$ cat config.mk
export PLATFORM = sky130hd
export DESIGN_NAME = log_level_rule_string_parser
export DESIGN_NICKNAME = d
export VERILOG_FILES = /design/src/llrs_pkg.sv /design/src/llrs_kw_match.sv /design/src/llrs_parser.sv /design/src/log_level_rule_string_parser.sv
export SDC_FILE = /design/constraint.sdc
export NUM_CORES = 1
export LEC_CHECK = 0
export BUFFER_PORTS_ARGS = -buffer_cell sky130_fd_sc_hd__clkbuf_2
export CAP_MARGIN = 0
export CORE_UTILIZATION = 50
export CTS_CLUSTER_SIZE = 8
export DETAILED_ROUTE_END_ITERATION = 16
export PLACE_DENSITY_LB_ADDON = 0.08
export SLEW_MARGIN = 0
export SYNTH_ARGS = -nofsm -noshare
export SYNTH_HDL_FRONTEND = slang
export SYNTH_SLANG_ARGS = --single-unit
$ cat constraint.sdc
create_clock -name clk -period 4.55 [get_ports clk]
set_input_delay 0.2275 -clock clk [delete_from_list [all_inputs] [get_ports clk]]
set_output_delay 0.2275 -clock clk [all_outputs]
set_load 0.03 [all_outputs]
$ cat src/llrs_pkg.sv
`default_nettype none
package llrs_pkg;

  localparam int ID_BYTES_DEF = 4;
  localparam int ID_WORD_BYTES = 4;
  localparam int KW_MAX = 7;
  localparam int KW_NUM = 8;
  localparam int KW_CNT_W = 3;

  localparam logic [7:0] CH_TERM  = 8'h00;
  localparam logic [7:0] CH_COLON = 8'h3a;
  localparam logic [7:0] CH_SEMI  = 8'h3b;
  localparam logic [7:0] CH_MINUS = 8'h2d;
  localparam logic [7:0] CH_ZERO  = 8'h30;
  localparam logic [7:0] CH_ONE   = 8'h31;
  localparam logic [7:0] CH_SEVEN = 8'h37;

  // keyword text, first letter in bits 7:0, zero padded
  localparam logic [8*KW_MAX-1:0] KW_TEXT [KW_NUM] = '{
    56'("tluafed"), 56'("ffo"), 56'("lataf"), 56'("rorre"),
    56'("gninraw"), 56'("ofni"), 56'("gubed"), 56'("esobrev")
  };
  localparam logic [KW_CNT_W-1:0] KW_LEN [KW_NUM] = '{
    3'd7, 3'd3, 3'd5, 3'd5, 3'd7, 3'd4, 3'd5, 3'd7
  };
  localparam logic signed [3:0] KW_LEVEL [KW_NUM] = '{
    -4'sd1, 4'sd0, 4'sd1, 4'sd2, 4'sd3, 4'sd4, 4'sd5, 4'sd6
  };

  typedef enum logic [7:0] {
    PH_START = 8'b0000_0001,
    PH_NEXT  = 8'b0000_0010,
    PH_APP   = 8'b0000_0100,
    PH_CTX   = 8'b0000_1000,
    PH_LVL   = 8'b0001_0000,
    PH_MINUS = 8'b0010_0000,
    PH_DONE  = 8'b0100_0000,
    PH_KEY   = 8'b1000_0000
  } phase_t;

  typedef struct packed {
    logic               valid;
    logic               has_rule;
    logic               status;
    logic [31:0]        app_id;
    logic [31:0]        ctx_id;
    logic signed [3:0]  level;
    logic               last;
  } result_t;

endpackage
`default_nettype wire

$ cat src/llrs_kw_match.sv
`default_nettype none
module llrs_kw_match
  import llrs_pkg::*;
(
  input  wire logic [8*KW_MAX-1:0]  kw_buf,
  input  wire logic [KW_CNT_W-1:0]  kw_count,
  output logic                      hit,
  output logic signed [3:0]         level
);

  always_comb begin
    hit   = 1'b0;
    level = 4'sd0;
    for (int k = KW_NUM - 1; k >= 0; k--) begin
      // unused buffer bytes stay zero, so a full-width compare is exact
      if (kw_count == KW_LEN[k] && kw_buf == KW_TEXT[k]) begin
        hit   = 1'b1;
        level = KW_LEVEL[k];
      end
    end
  end

endmodule
`default_nettype wire

$ cat src/llrs_parser.sv
`default_nettype none
module llrs_parser
  import llrs_pkg::*;
#(
  parameter int ID_BYTES = ID_BYTES_DEF
) (
  input  wire logic        clk,
  input  wire logic        rst,
  input  wire logic        en,
  input  wire logic [7:0]  ch,
  output result_t          res
);

  localparam int CntW = $clog2(ID_BYTES + 1);

  phase_t                 phase, phase_next;
  logic [CntW-1:0]        id_count, id_count_next;
  logic [31:0]            app_word, app_word_next;
  logic [31:0]            ctx_word, ctx_word_next;
  logic signed [3:0]      level_value, level_value_next;
  logic [8*KW_MAX-1:0]    kw_buf, kw_buf_next;
  logic [KW_CNT_W-1:0]    kw_count, kw_count_next;
  logic                   error_seen, error_seen_next;

  logic                   kw_hit;
  logic signed [3:0]      kw_level;

  llrs_kw_match u_kw_match (
    .kw_buf   (kw_buf),
    .kw_count (kw_count),
    .hit      (kw_hit),
    .level    (kw_level)
  );

  function automatic logic [7:0] lower(input logic [7:0] c);
    logic [7:0] r;
    r = c;
    if (c >= 8'h41 && c <= 8'h5a) r = c + 8'h20;
    return r;
  endfunction

  always_comb begin
    logic rule;
    logic bad;
    logic rule_end;
    logic signed [3:0] out_level;

    phase_next       = phase;
    id_count_next    = id_count;
    app_word_next    = app_word;
    ctx_word_next    = ctx_word;
    level_value_next = level_value;
    kw_buf_next      = kw_buf;
    kw_count_next    = kw_count;
    error_seen_next  = error_seen;
    res              = '0;
    rule             = 1'b0;
    bad              = error_seen;
    rule_end         = 1'b0;
    out_level        = level_value;

    if (ch == CH_TERM) begin
      if (!error_seen) begin
        unique case (phase)
          PH_NEXT: ;
          PH_MINUS, PH_DONE: rule = 1'b1;
          PH_KEY: begin
            if (kw_hit) begin
              rule      = 1'b1;
              out_level = kw_level;
            end else begin
              bad = 1'b1;
            end
          end
          default: bad = 1'b1;
        endcase
      end
      res.valid    = 1'b1;
      res.last     = 1'b1;
      res.status   = bad;
      res.has_rule = rule;
      if (rule) begin
        res.app_id = app_word;
        res.ctx_id = ctx_word;
        res.level  = out_level;
      end
      // back to the start of a new string
      phase_next       = PH_START;
      id_count_next    = '0;
      app_word_next    = '0;
      ctx_word_next    = '0;
      level_value_next = 4'sd0;
      kw_buf_next      = '0;
      kw_count_next    = '0;
      error_seen_next  = 1'b0;
    end else if (!error_seen) begin
      unique case (phase)
        PH_START, PH_NEXT, PH_APP, PH_CTX: begin
          if (phase != PH_CTX) phase_next = PH_APP;
          if (ch == CH_COLON) begin
            phase_next    = (phase == PH_CTX) ? PH_LVL : PH_CTX;
            id_count_next = '0;
          end else if (int'(id_count) < ID_BYTES) begin
            for (int b = 0; b < ID_WORD_BYTES; b++) begin
              if (int'(id_count) == b) begin
                if (phase == PH_CTX) ctx_word_next[8*b +: 8] = ch;
                else                 app_word_next[8*b +: 8] = ch;
              end
            end
            id_count_next = id_count + 1'b1;
          end else begin
            error_seen_next = 1'b1;
          end
        end
        PH_LVL: begin
          if (ch == CH_MINUS) begin
            level_value_next = 4'sd0;
            phase_next       = PH_MINUS;
          end else if (ch >= CH_ZERO && ch < CH_SEVEN) begin
            level_value_next = $signed(ch[3:0]);
            phase_next       = PH_DONE;
          end else if (ch == CH_SEMI) begin
            error_seen_next = 1'b1;
          end else begin
            kw_buf_next[7:0] = lower(ch);
            kw_count_next    = 3'd1;
            phase_next       = PH_KEY;
          end
        end
        PH_MINUS: begin
          if (ch == CH_ONE) begin
            level_value_next = -4'sd1;
            phase_next       = PH_DONE;
          end else if (ch == CH_SEMI) begin
            rule_end = 1'b1;
          end else begin
            error_seen_next = 1'b1;
          end
        end
        PH_DONE: begin
          if (ch == CH_SEMI) rule_end = 1'b1;
          else               error_seen_next = 1'b1;
        end
        PH_KEY: begin
          if (ch == CH_SEMI) begin
            if (kw_hit) begin
              rule_end  = 1'b1;
              out_level = kw_level;
            end else begin
              error_seen_next = 1'b1;
            end
          end else if (kw_count < 3'(KW_MAX)) begin
            for (int i = 0; i < KW_MAX; i++) begin
              if (int'(kw_count) == i) kw_buf_next[8*i +: 8] = lower(ch);
            end
            kw_count_next = kw_count + 1'b1;
          end else begin
            error_seen_next = 1'b1;
          end
        end
        default: error_seen_next = 1'b1;
      endcase

      if (rule_end) begin
        res.valid        = 1'b1;
        res.has_rule     = 1'b1;
        res.app_id       = app_word;
        res.ctx_id       = ctx_word;
        res.level        = out_level;
        phase_next       = PH_NEXT;
        id_count_next    = '0;
        app_word_next    = '0;
        ctx_word_next    = '0;
        level_value_next = 4'sd0;
        kw_buf_next      = '0;
        kw_count_next    = '0;
      end
    end
  end

  always_ff @(posedge clk) begin
    if (rst) begin
      phase       <= PH_START;
      id_count    <= '0;
      app_word    <= '0;
      ctx_word    <= '0;
      level_value <= 4'sd0;
      kw_buf      <= '0;
      kw_count    <= '0;
      error_seen  <= 1'b0;
    end else if (en) begin
      phase       <= phase_next;
      id_count    <= id_count_next;
      app_word    <= app_word_next;
      ctx_word    <= ctx_word_next;
      level_value <= level_value_next;
      kw_buf      <= kw_buf_next;
      kw_count    <= kw_count_next;
      error_seen  <= error_seen_next;
    end
  end

`ifndef SYNTHESIS
  a_term_restart: assert property (@(posedge clk) disable iff (rst)
    en && ch == CH_TERM |=> phase == PH_START && !error_seen && kw_count == '0)
    else $error("parser not back at string start after terminator");

  a_error_sticky: assert property (@(posedge clk) disable iff (rst)
    error_seen && !(en && ch == CH_TERM) |=> error_seen)
    else $error("error flag dropped before terminator");

  a_level_range: assert property (@(posedge clk) disable iff (rst)
    phase == PH_DONE |-> level_value >= -4'sd1 && level_value <= 4'sd6)
    else $error("level out of range in done phase");
`endif

endmodule
`default_nettype wire

$ cat src/log_level_rule_string_parser.sv
// a byte's result passes the input register and then the result register before it is offered
// on m_tvalid, and it is taken when m_tready is high
// throughput: one byte per cycle unless the input stage stalls; the parser state updates in one step per byte
// the input stage stalls only when a result is due and the result register is still held
// reset (rst, synchronous, active high) returns the parser to the start of a string
// and empties both registers
`default_nettype none
module log_level_rule_string_parser
  import llrs_pkg::*;
#(
  parameter int ID_BYTES = ID_BYTES_DEF
) (
  input  wire logic        clk,
  input  wire logic        rst,
  input  wire logic        s_tvalid,
  output logic             s_tready,
  input  wire logic [7:0]  s_tdata,   // ch
  output logic             m_tvalid,
  input  wire logic        m_tready,
  output logic [71:0]      m_tdata,   // has_rule, status, app_id, ctx_id, level, zero pad
  output logic             m_tlast    // last
);

  logic       in_valid;
  logic [7:0] in_ch;
  logic       advance;
  result_t    res;
  result_t    out_res;
  logic       out_valid;

  llrs_parser #(.ID_BYTES(ID_BYTES)) u_parser (
    .clk (clk),
    .rst (rst),
    .en  (advance),
    .ch  (in_ch),
    .res (res)
  );

  // a byte with no result can always move on
  assign advance  = in_valid && (!res.valid || !out_valid || m_tready);
  assign s_tready = !in_valid || advance;

  always_ff @(posedge clk) begin
    if (rst) begin
      in_valid <= 1'b0;
    end else if (s_tready) begin
      in_valid <= s_tvalid;
    end
  end

  always_ff @(posedge clk) begin
    if (s_tready && s_tvalid) in_ch <= s_tdata;
  end

  always_ff @(posedge clk) begin
    if (rst) begin
      out_valid <= 1'b0;
    end else if (advance && res.valid) begin
      out_valid <= 1'b1;
    end else if (m_tready) begin
      out_valid <= 1'b0;
    end
  end

  always_ff @(posedge clk) begin
    if (advance && res.valid) out_res <= res;
  end

  assign m_tvalid = out_valid;
  assign m_tlast  = out_res.last;
  assign m_tdata  = {2'b00, out_res.level, out_res.ctx_id, out_res.app_id,
                     out_res.status, out_res.has_rule};

`ifndef SYNTHESIS
  a_status_at_end: assert property (@(posedge clk) disable iff (rst)
    m_tvalid && m_tdata[1] |-> m_tlast)
    else $error("error status on a result that is not the terminator");

  a_rule_xor_error: assert property (@(posedge clk) disable iff (rst)
    m_tvalid |-> !(m_tdata[0] && m_tdata[1]))
    else $error("rule and error status in the same transaction");

  a_empty_fields: assert property (@(posedge clk) disable iff (rst)
    m_tvalid && !m_tdata[0] |-> m_tdata[69:2] == '0)
    else $error("fields not zero on a result without a rule");

  a_no_overrun: assert property (@(posedge clk) disable iff (rst)
    out_valid && !m_tready |-> !(advance && res.valid))
    else $error("held result overwritten");
`endif

endmodule
`default_nettype wire
Word level (Yosys, flattened, before mapping). Index checks and enable logic that the tools add are counted.

Flip-flop bits (word level): 220. Input port bits: 12. Output and inout port bits: 75. Word-level logic and storage cells: 278.

$add $sub $neg: 3. Order comparisons: 6. Eq/ne operators: 48. Multiplexer cells: 128. Reductions and logical operators: 64.

Operators by type and width (count): 32-bit 2-to-1 mux (12); 56-bit 2-to-1 mux (5); 68-bit 2-to-1 mux (4); 8-bit 2-to-1 mux (30); 56-bit by 39-bit == test with 1-bit output, second input constant (3); 56-bit by 55-bit == test with 1-bit output, second input constant (3); 4-bit 2-to-1 mux (18); 56-bit by 23-bit == test with 1-bit output, second input constant (1); 56-bit by 31-bit == test with 1-bit output, second input constant (1); 7-bit AND reduction (8); 48-bit 2-to-1 mux (1); 3-bit 2-to-1 mux (15); 3-bit nonzero test (15); 6-bit AND reduction (7); 8-bit by 6-bit == test with 1-bit output, second input constant (5); 1-bit 2-to-1 mux (31); 3-bit == test, second input constant (9); 8-bit one-hot mux with 3 select lines (1); 4-bit by 3-bit inequality test with 1-bit output, second input constant (4); 8-bit one-hot mux with 2 select lines (1); 1-bit logical AND (13); 3-bit by 2-bit == test with 1-bit output, second input constant (4); 4-bit by 1-bit inequality test with 1-bit output, second input constant (3); 4-bit nonzero test (3); other kinds (39) (52).

Logic depth before layout (Yosys ltp).
Depth after elaboration: 24. Gate-level depth with buffers: 12. Gate-level depth less buffers: 11.

Cells and area by module. Synthesis repeated with hierarchy kept, for this count alone.

Cells, all modules: 944. Area total of the unflattened synthesis: 10157.2 um2.

Modules (own cells, without submodules): llrs_parser (times used 1, cells an instance 759, area an instance 7008.0 um2, sequential area each 2782.7 um2); log_level_rule_string_parser (times used 1, cells an instance 94, area an instance 2494.9 um2, sequential area each 2412.3 um2); llrs_kw_match (times used 1, cells an instance 91, area an instance 654.4 um2, sequential area each 0.0 um2).

Worst setup path before layout. Ideal clock, no wire load.

Path kind: reg-to-reg. Start point: register u_parser.kw_buf[16]. End point: register u_parser.level_value[0]. Library setup time: 0.119 ns. Arrival time: 4.057 ns. Data required time: 4.431 ns. Path slack: 0.374 ns. Cell stages (with the launch flop): 10. Path buffers: 0. Period minus slack after synthesis: 4.176 ns. Cells stage by stage: dfxtp_1 or4b_1 or4_4 nor3_1 a22oi_1 a41oi_4 o211ai_4 inv_1 nor3_1 o2bb2ai_1.

Longest elaborated chain between the ends: 23. Elaborated cells between the ends (all ways): 43. Those cells by class: eq/ne (10); mux (19); reduce/logical (14).

Ends and longest elaborated chain: from (decl) (line llrs_parser.sv:21) `logic [8*KW_MAX-1:0] kw_buf, kw_buf_next;`; from (signal assigned) (line llrs_parser.sv:197) `kw_buf <= kw_buf_next;`; 56-bit by 55-bit == test with 1-bit output (line llrs_kw_match.sv:16) `if (kw_count == KW_LEN[k] && kw_buf == KW_TEXT[k]) begin`; 1-bit logical AND (line llrs_kw_match.sv:16); 1-bit 2-to-1 mux (7 in a row) (line llrs_kw_match.sv:16); 1-bit 2-to-1 mux (*) (line llrs_kw_match.sv:16); 1-bit 2-to-1 mux (*) (line llrs_parser.sv:146) `if (kw_hit) begin`; 1-bit 2-to-1 mux (*) (line llrs_parser.sv:145) `if (ch == CH_SEMI) begin`; 1-bit one-hot mux with 3 select lines (*) (line llrs_parser.sv:97) `unique case (phase)`; 1-bit 2-to-1 mux (*) (line llrs_parser.sv:96) `end else if (!error_seen) begin`; 1-bit 2-to-1 mux (*) (line llrs_parser.sv:62) `if (ch == CH_TERM) begin`; 2-bit 2-to-1 mux (line llrs_parser.sv:164) `if (rule_end) begin`; 2-bit 2-to-1 mux (line llrs_parser.sv:96); 2-bit 2-to-1 mux (line llrs_parser.sv:62); 1-bit logical NOT (line log_level_rule_string_parser.sv:40) `assign advance = in_valid && (!res.valid || !out_valid || m_tready);`; 1-bit logical OR (2 in a row) (line log_level_rule_string_parser.sv:40); 1-bit logical AND (line log_level_rule_string_parser.sv:40); 5-bit AND reduction (no source line); to (signal assigned) (line llrs_parser.sv:196) `level_value <= level_value_next;`; to (decl) (line llrs_parser.sv:20) `logic signed [3:0] level_value, level_value_next;`.

Mark *: on every way between the ends. The rest lies on a longest branch, timed or not. The select of a mux whose other input is x is not followed. A chain may end at the register's enable or synchronous reset.

Worst setup path in the final report.
Start point: register u_parser.kw_buf[2]. End point: output port s_tready.

Longest elaborated chain between the ends: 23. Elaborated cells between the ends (all ways): 37. Those cells by class: eq/ne (8); mux (16); reduce/logical (13).

Ends and longest elaborated chain: 56-bit by 55-bit == test with 1-bit output (line llrs_kw_match.sv:16); 1-bit logical AND (line llrs_kw_match.sv:16); 1-bit 2-to-1 mux (7 in a row) (line llrs_kw_match.sv:16); 1-bit 2-to-1 mux (*) (line llrs_kw_match.sv:16); 1-bit 2-to-1 mux (*) (line llrs_parser.sv:146); 1-bit 2-to-1 mux (*) (line llrs_parser.sv:145); 1-bit one-hot mux with 3 select lines (*) (line llrs_parser.sv:97); 1-bit 2-to-1 mux (*) (line llrs_parser.sv:96); 1-bit 2-to-1 mux (*) (line llrs_parser.sv:62); 2-bit 2-to-1 mux (*) (line llrs_parser.sv:164); 2-bit 2-to-1 mux (*) (line llrs_parser.sv:96); 2-bit 2-to-1 mux (*) (line llrs_parser.sv:62); 1-bit logical NOT (*) (line log_level_rule_string_parser.sv:40); 1-bit logical OR (*) (2 in a row) (line log_level_rule_string_parser.sv:40); 1-bit logical AND (*) (line log_level_rule_string_parser.sv:40); 1-bit logical OR (*) (line log_level_rule_string_parser.sv:41) `assign s_tready = !in_valid || advance;`; to (decl) (line log_level_rule_string_parser.sv:16) `output logic s_tready,`.

Marks and branches as above.

==> key figures <==
Layout
  – Nets: 1094
  – Antenna fix cells: 0
  – Final core utilization: 0.603
  – Layout cells sized above 1: 0.164
  – Area growth, synth to finish: 16.9%

Placement
  – Routability cong.: 1.03
  – Port buffer count: 84
  – HPWL Detailed: 18200 µm
  – Dpl ws: 1.01 ns

Timing
  – Worst Tran Pin Value: 1.11 ns
  – Final setup viols: 0
  – Worst setup margin: 0.764 ns
  – Final Max Tran Viols: 0
  – RSZ-0062 raised after global routing: false
  – Slew HR: 0.262
  – Max Fclk: 264 MHz
  – Final Hold Violating Endpoints: 0
  – Fin crit period: 3.79 ns
  – Clock skew: 0.0251 ns
  – Tcrit/Tclk final: 0.832
  – Post-Route Setup TNS: 0 ns

Floorplan
  – Cell row count: 51
  – Die width: 144 µm
  – Num ports: 87
  – Core box area: 0.0197 mm²
  – Die Ht: 144 µm
  – Die area: 0.0208 mm²
  – Initial Util: 0.516

Setup path
  – Critical path startpoint: u_parser.kw_buf[2]$_SDFFE_PP0P_
  – Reg2reg end: u_parser.phase[6]$_SDFFE_PP0P_
  – Crit Path Class: flip-flop to primary output
  – Worst r2r path cells: 7
  – Worst-path maximum fanout: 7
  – Worst EP required: 4.32 ns
  – CP arrival: 3.56 ns
  – Crit. End Element: primary output
  – Crit path launch type: flip-flop
  – Worst r2r src: in_ch[6]$_DFFE_PP_
  – Worst reg-to-reg setup slack: 0.93 ns

Power and ir drop
  – Sw power: 0.000968 W
  – Worst VDD drop: 0.000307 V
  – Combinational power share: 0.047
  – Reg power frac: 0.472
  – Clock power frac: 0.480
  – Internal: 0.00344 W
  – P_leak: 4.64 nW
  – Switch share: 0.220
  – Pwr Density: 372 mW/mm²
  – Total power: 0.00440 W

Clock tree
  – CTS tree: done
  – Setup bufs post-CTS: 0
  – CTS Root Cell: clkbuf_16
  – H-tree levels: 1
  – Clk Latency, worst-skew pair: 0.56 ns
  – Clk slew on worst S/H paths: 0.05 ns
  – Longest Clk Path Bufs: 3
  – CTS Sinks: 220
  – Inserted Clock Buffers: 31

Min path
  – Hold Path Cell Cnt: 4
  – HP Class: input pin to flip-flop
  – Hold Path End: m_tvalid$_SDFFE_PP0P_
  – Startpoint of the worst hold path: m_tready

Yosys
  – Seq/Total Area, Yosys: 0.513
  – Primary FF master, synth: dfxtp_1
  – Mapped Area: 0.0101 mm²
  – Synth cell types: 89
  – Synth top area share: 0.279
  – Warning count from the yosys run: 0
  – Top cells by area, synth: dfxtp_1 28%, edfxtp_1 23%, mux2i_1 7.8%
  – Post-synth EDFFs: 79
  – FF+latch count, synth: 220
  – Area leader, netlist: dfxtp_1
  – Mapped Cells: 971
  – Asr flop ratio synth: 0
  – Syn_area_per_cell: 10.4 µm²

Routing
  – Via count: 7963
  – Initial DRC count: 833
  – Detailed Route WL: 26600 µm
  – DRC violations left: 0
  – First drt pass iteration count: 5
  – ANT nets after route: 0
  – Routed len/inst: 19.6 µm
  – Vias per cell: 5.88

Global route
  – GRT overflow: 0
  – Total track usage: 0.258
  – Initial antenna violation count: 0
  – Vias in the first global route: 7179
  – Largest net degree at the start of global routing: 78
  – First-pass GRT wire length: 40900 µm

Run
  – Max_cap viols: 0

Outcome
  – Status: finished clean
-- power groups by stage --
stage               clock network (W)  registers (W)  logic, W
floorplan                           0        0.00211  0.000141
global placement                    0        0.00212  0.000199
detailed placement                  0        0.00212  0.000199
CTS                           0.00216        0.00208  0.000208
global route                  0.00224        0.00208  0.000224
finish                        0.00212        0.00208  0.000209
-- flip-flops by register name, summed over array words and instances (netlist names) --
register and count:
u_parser.phase 8, u_parser.level_value 4, u_parser.id_count 3, u_parser.kw_buf 56, u_parser.error_seen 1, m_tlast 1
u_parser.kw_count 3, u_parser.ctx_word 32, in_valid 1, u_parser.app_word 32, m_tvalid 1, m_tdata 70
in_ch 8
-- cell usage in the layout, fill, tap and decap left out, types with 5 or more instances in the layout --
cell type / netlist / routed
nor3_1: 27 / 27
clkbuf_2: 5 / 84
and2_1: 66 / 66
o21ai_0: 35 / 35
inv_1: 15 / 14
and3_1: 13 / 13
ha_1: 13 / 13
nor4b_1: 5 / 5
clkbuf_16: 0 / 31
nor4bb_1: 9 / 9
or3_1: 5 / 5
nor2_1: 41 / 41
o211ai_1: 7 / 7
nor4_1: 19 / 19
and4b_1: 8 / 8
dfxtp_1: 141 / 141
dlygate4sd3_1: 0 / 9
edfxtp_1: 79 / 79
a32o_1: 6 / 6
clkbuf_1: 27 / 20
or4_1: 7 / 7
nand2b_1: 8 / 8
mux2i_1: 79 / 79
nor2b_1: 6 / 6
a21oi_1: 17 / 17
nand2_1: 113 / 113
nand4_1: 24 / 24
nand3_1: 48 / 48
nand4b_1: 5 / 5
buf_4: 5 / 17
o2bb2ai_1: 15 / 15
o21ai_2: 9 / 9
-- worst max path at each step --
| stage | end | slack (ns) | cells past startpoint |
|---|---|---|---|
| final | s_tready | 0.76 | 9 |
| after floorplan | u_parser.level_value[0]$_SDFFE_PP0P_ | 0.37 | 9 |
| after CTS | s_tready | 0.80 | 9 |
| after detailed placement | u_parser.phase[2]$_SDFFE_PP0P_ | 1.01 | 7 |
| after global placement | u_parser.phase[2]$_SDFFE_PP0P_ | 0.97 | 7 |
| after global routing | s_tready | 0.41 | 9 |
-- cells by family after synthesis --
kind of cell,count (synthesis),share of synthesized area
flops,220,0.513
xor+xnor,2,0.00173
fa+ha+maj,13,0.0160
buf+inv,67,0.0305
compound gates,156,0.123
other cells,1,0.000370
simple gates,433,0.238
mux,79,0.0780
-- critical path, cell delays in order (launching register included) --
cell	delay, ns
dfxtp_1	0.43
or3b_2	0.50
nor4b_1	0.39
nor4bb_1	0.58
a22o_1	0.21
a2111o_1	0.19
o21ai_0	0.14
a21oi_1	0.20
o21ai_0	0.14
clkbuf_2	0.22
-- Yosys cell counts, drive strengths merged, types with 5 or more instances --
| master | number |
|---|---|
| a31oi | 5 |
| nor4b | 6 |
| inv | 16 |
| a211oi | 8 |
| o21ai | 46 |
| and3 | 13 |
| or4 | 9 |
| nand4b | 5 |
| edfxtp | 79 |
| nor2b | 6 |
| clkbuf | 32 |
| o211ai | 8 |
| o2bb2ai | 15 |
| nand4 | 24 |
| nor4 | 20 |
| and4b | 8 |
| nand3 | 48 |
| nor3 | 28 |
| nand2 | 114 |
| mux2i | 79 |
| buf | 18 |
| and2 | 68 |
| dfxtp | 141 |
| or3 | 5 |
| nor2 | 41 |
| a21oi | 18 |
| nor4bb | 9 |
| a32o | 6 |
| ha | 13 |
| nand2b | 8 |
| a21boi | 6 |
-- through the flow --
| step | hold WS, ns | instances | cell area [µm²] |
|---|---|---|---|
| 6_report | 0.159 | 1354 | 11800 |
| 5_1_grt | 0.178 | 1354 | 11800 |
| 4_1_cts | 0.136 | 1354 | 11800 |
| 3_5_place_dp | 0.406 | 1292 | 10900 |
| 3_3_place_gp | 0.404 | 1292 | 10900 |
| 2_1_floorplan | 0.326 | 972 | 10100 |
-- metal layers --
| layer | GRT usage | wire length [µm] | up-vias |
|---|---|---|---|
| met5 | 0 | 0 | - |
| met4 | 0.0886 | 830 | 0 |
| met3 | 0.0354 | 2000 | 65 |
| met2 | 0.395 | 11700 | 375 |
| met1 | 0.371 | 12000 | 3718 |
| li1 | - | - | 3805 |
-- cell type report --
type / count / area (µm²)
clock buffers: 51 / 851
multi-input cells: 685 / 4630
inverters: 17 / 65.1
repair buffers: 114 / 718
clock inverters: 2 / 50.0
fillers: 1710 / 7810
well taps: 265 / 332
flip-flops and latches: 220 / 5190
-- what timing repair did --
action                                 in CTS  in global routing
gates resized for setup                     0                  0
hold buffers                                9                  0
setup endpoints to repair                   0                  0
endpoints found under the hold margin       9                  0
Note: power is estimated with default switching activity, not from simulation.
